===== src/design/ftr_pkg.sv =====
// Shared types and constants for the fragment reassembly tracker.
// No dependencies.
package ftr_pkg;

  localparam int SEQ_W = 16;

  localparam logic [3:0] ST_OK       = 4'd0;
  localparam logic [3:0] ST_SIZE     = 4'd1;
  localparam logic [3:0] ST_COUNT    = 4'd2;
  localparam logic [3:0] ST_INDEX    = 4'd3;
  localparam logic [3:0] ST_SHORT    = 4'd4;
  localparam logic [3:0] ST_WINDOW   = 4'd5;
  localparam logic [3:0] ST_BUSY     = 4'd6;
  localparam logic [3:0] ST_MISMATCH = 4'd7;
  localparam logic [3:0] ST_DUP      = 4'd8;

  localparam logic [2:0] REG_MAX_DIST = 3'd0;
  localparam logic [15:0] MAX_DIST_RESET = 16'd1024;

  typedef enum logic [2:0] {
    S_IDLE,
    S_DIV,
    S_MOD,
    S_LOOK,
    S_CHECK,
    S_SWEEP
  } state_t;

  // a strictly newer than b in 16-bit wrapped order
  function automatic logic seq_newer(input logic [SEQ_W-1:0] a, input logic [SEQ_W-1:0] b);
    logic [SEQ_W-1:0] dab;
    logic [SEQ_W-1:0] dba;
    dab = a - b;
    dba = b - a;
    return ((a > b) && (dab <= 16'd32768)) || ((a < b) && (dba > 16'd32768));
  endfunction

endpackage


===== src/design/ftr_apb_regs.sv =====
// APB register file: the sequence window register.
// Uses ftr_pkg.
module ftr_apb_regs (
  input  logic        clk,
  input  logic        rst,
  input  logic        psel,
  input  logic        penable,
  input  logic        pwrite,
  input  logic [2:0]  paddr,
  input  logic [31:0] pwdata,
  output logic [31:0] prdata,
  output logic [15:0] max_dist
);

  always_ff @(posedge clk) begin
    if (rst) begin
      max_dist <= ftr_pkg::MAX_DIST_RESET;
    end else if (psel && penable && pwrite && paddr == ftr_pkg::REG_MAX_DIST) begin
      max_dist <= pwdata[15:0];
    end
  end

  assign prdata = (paddr == ftr_pkg::REG_MAX_DIST) ? {16'd0, max_dist} : 32'd0;

endmodule


===== config.mk =====
export PLATFORM = sky130hd
export DESIGN_NAME = ftr_apb_regs
export DESIGN_NICKNAME = d
export VERILOG_FILES = /design/src/design/ftr_pkg.sv /design/src/design/ftr_apb_regs.sv
export SDC_FILE = /design/constraint.sdc
export NUM_CORES = 1
export LEC_CHECK = 0
export ABC_AREA = 1
export BUFFER_PORTS_ARGS = -buffer_cell sky130_fd_sc_hd__buf_2
export CAP_MARGIN = 5
export CORE_ASPECT_RATIO = 1.75
export CORE_UTILIZATION = 41
export CTS_BUF_LIST = sky130_fd_sc_hd__clkbuf_8
export CTS_CLUSTER_SIZE = 24
export DETAILED_ROUTE_END_ITERATION = 12
export PLACE_DENSITY = 0.92
export SLEW_MARGIN = 20
export SYNTH_ARGS = -nofsm -noshare
export SYNTH_HDL_FRONTEND = slang
export SYNTH_SLANG_ARGS = --single-unit

===== constraint.sdc =====
create_clock -name clk -period 1.1 [get_ports clk]
set_input_delay 0.11 -clock clk [delete_from_list [all_inputs] [get_ports clk]]
set_output_delay 0.11 -clock clk [all_outputs]
set_load 0.02 [all_outputs]

==> metrics.sh <==
STATUS='completed'
AREA_GROWTH_SYN_TO_LAYOUT_PCT=29.60
INSERTION_DELAY_NS=0.24
FLOORPLAN.DIE_AREA_UM2=2632
WORST_SETUP_PATH_END_KIND='output port'
TIMING.FINAL.MAX_SLEW_VIOLATIONS=0
FINAL_CRITICAL_PATH_SETUP_SLACK_NS=0.07659
POWER_LEAKAGE_nW=0.7659
PWR_DENSITY_nW_PER_UM2=1017
SETUP.WORST_PATH.START_CLASS='register'
INSERTEDDIODECOUNT=0
PLACE.PORT_BUFFERS=55
CTS-BUFFERS-INSERTED=3
FINAL-HOLD-VIOLATION-COUNT=0
REGAREA_UM2=321.6
CP_MAX_FO=3
WORST-SETUP-PATH-TYPE='reg2out'
FP.DIEW_UM=39.21
FINALSETUPTNS_NS=0
TRITONCTS_CLOCK_TREE='done'
TIMING.FINAL.SETUP_VIOLATIONS=0
PIN_COUNT_OF_THE_BIGGEST_NET_ENTERING_GLOBAL_ROUTING=19
STD_CELL_ROWS=23
CTS-HTREE-LEVELS=1
DPL.HPWL_MM=1.549
MOSTFREQUENTLAYOUTCELLS='sky130_fd_sc_hd__buf_2 (54), sky130_fd_sc_hd__nor2_1 (46), sky130_fd_sc_hd__inv_1 (34), sky130_fd_sc_hd__nand2_1 (17)'
PEAKVDDDROP_mV=0.7991
MIN_PATH_TYPE='in2reg'
TIMING.FINAL.CRIT_PERIOD_NS=1.023
CORE_AREA_UM2=2302
CRITPATHREQUIREDTIME_NS=0.99
REG2REG_SLACK_NS=0.50
VIAS=995
SYNTH.DISTINCT_CELLS=17
WL_PER_CELL_UM=8.469
CLOCK_PATH_BUFFERS=2
GRT_TOTAL_USAGE_PCT=16.55
MAX_FLOP_REGISTER='max_dist'
POST-ROUTE-PERIOD-UTIL_PCT=93.04
STARTING_DENSITY_OF_THE_CORE_PCT=43.15
FIRST_GLOBAL_VIAS=798
NUMCLOCKSINKS=16
LAYOUT.CELLS.MOST_COMMON='sky130_fd_sc_hd__buf_2'
GLOBALROUTE.TOTALOVERFLOW=0
IO_PINS=88
PRE_CTS_SLACK_NS=0.05772
POST_SYNTH.CELL_AREA_AVG_UM2=6.288
DESIGN.FINAL.NETS=255
AREA_TAKEN_BY_MULTI_INPUT_LOGIC_GATES_UM2=435.4
DRIVE_GT1_SHARE_PCT=32.24
LARGEST_REGISTER_FFS=16
DIEHEIGHT_UM=67.12
CTS.ROOT.BUFFER_CELL='sky130_fd_sc_hd__clkbuf_8'
RSZ_0062_RAISED_AFTER_GLOBAL_ROUTING='no'
MAXCAPVIOLCOUNT=0
FIRST_PASS_GRT_WIRE_LENGTH_MM=3.132
GP_CONGESTION=0.7216
CRITICAL_PATH_ARRIVAL_NS=0.91
CLOCK.FMAX_MHz=977.1
FIRSTDRTPASSITERS=4
ANTENNA_FOUND_INITIAL=0
SYNTH_AREA_UM2=993.5
WORST_SETUP_HOLD_PATH_CLK_SLEW_NS=0.06
SYNTH_CELLS=158
DETAIL_ROUTE.WIRELENGTH_MM=2.024
YOSYS_WARNINGS=0
FINAL_ANTENNA_NET_COUNT=0
LAYOUT_TOP_REGISTERS='max_dist x16'
TOTAL_SETUP_BUFFERS_INSERTED_AFTER_CTS=0
TOTAL_OF_FLIP_FLOPS_PLUS_LATCHES_AFTER_SYNTHESIS=16
ROUTED_VIA_DENSITY=4.163
REMAINING_DRC_ERRORS=0
N_FILL_CELL=231
WORST_CLOCK_SKEW_NS=0
SYNTH_SEQUENTIAL_AREA_RATIO_PCT=32.24
DR.FIRST_ITER.DRC_COUNT=21
## Yosys cell counts, drive strengths merged
| library cell | n | area (µm²) |
|---|---|---|
| o21ai | 1 | 5.000 |
| nand2 | 18 | 75.07 |
| nand3 | 17 | 90.09 |
| buf | 21 | 162.6 |
| dfxtp | 16 | 320.3 |
| inv | 35 | 131.4 |
| conb | 1 | 3.750 |
| nor2 | 49 | 205.2 |
## metrics by stage
stage / hold WS [ns] / power [mW] / utilization, % / cells / instance area [µm²]
after detailed placement: 0.3291 / 0.8116 / 53.37 / 235 / 1229
after floorplan: 0.2362 / 0.7867 / - / 173 / 1050
after global placement: 0.3233 / 0.8078 / 53.37 / 235 / 1229
final: 0.07442 / 1.309 / 55.92 / 239 / 1287
after global routing: 0.07773 / 1.377 / 55.92 / 239 / 1287
after CTS: 0.06983 / 1.319 / 55.76 / 239 / 1284
## area by class of cell
class	instances	area share (%)
multi-input combinational	101	33.82
clock buffer	4	4.276
sequential	16	24.98
inverter	35	10.20
tap	25	2.430
timing repair buffer	58	24.30
## per-layer routing
metal,share of wire (%),global-route usage [%],wire length [µm],vias to the layer above
met3,5.5,3.000,112,2
met1,40,18.01,817,411
met4,1.0,6.466,21,0
met2,53,29.79,1071,46
li1,-,-,-,536
met5,0,0,0,-
## report_power, final
part	total (mW)	leakage [nW]	internal, mW	switching [mW]
sequential	0.592	0.130	0.587	0.00512
combinational	0.207	0.607	0.0677	0.139
clock	0.510	0.0288	0.317	0.192
## worst max-delay path, stage by stage (launching register included)
cell	delay [ns]
sky130_fd_sc_hd__dfxtp_1	0.35
sky130_fd_sc_hd__inv_1	0.05
sky130_fd_sc_hd__nor2_1	0.09
sky130_fd_sc_hd__buf_2	0.17
## kinds of logic after synthesis
family                 synth area share [%]
AOI/OAI and AO/OA                    0.5033
buffers and inverters                 29.59
DFF                                   32.24
other                                0.3775
and+or+nand+nor                       37.28
## repair_timing
item / CTS / global route
gates resized for setup: 0 / 2
hold buffers: 0 / 0
endpoints found under the setup margin: 0 / 1
## final timing paths
| check | startpoint | to | cells after the start |
|---|---|---|---|
| setup / recovery | max_dist[11] | prdata[11] | 3 |
| hold / removal | pwdata[10] | max_dist[10] | 3 |
| setup reg to reg | max_dist[10] | max_dist[10] | 2 |
| hold reg to reg | max_dist[2] | max_dist[2] | 2 |
(Power assumes the default switching activity.)
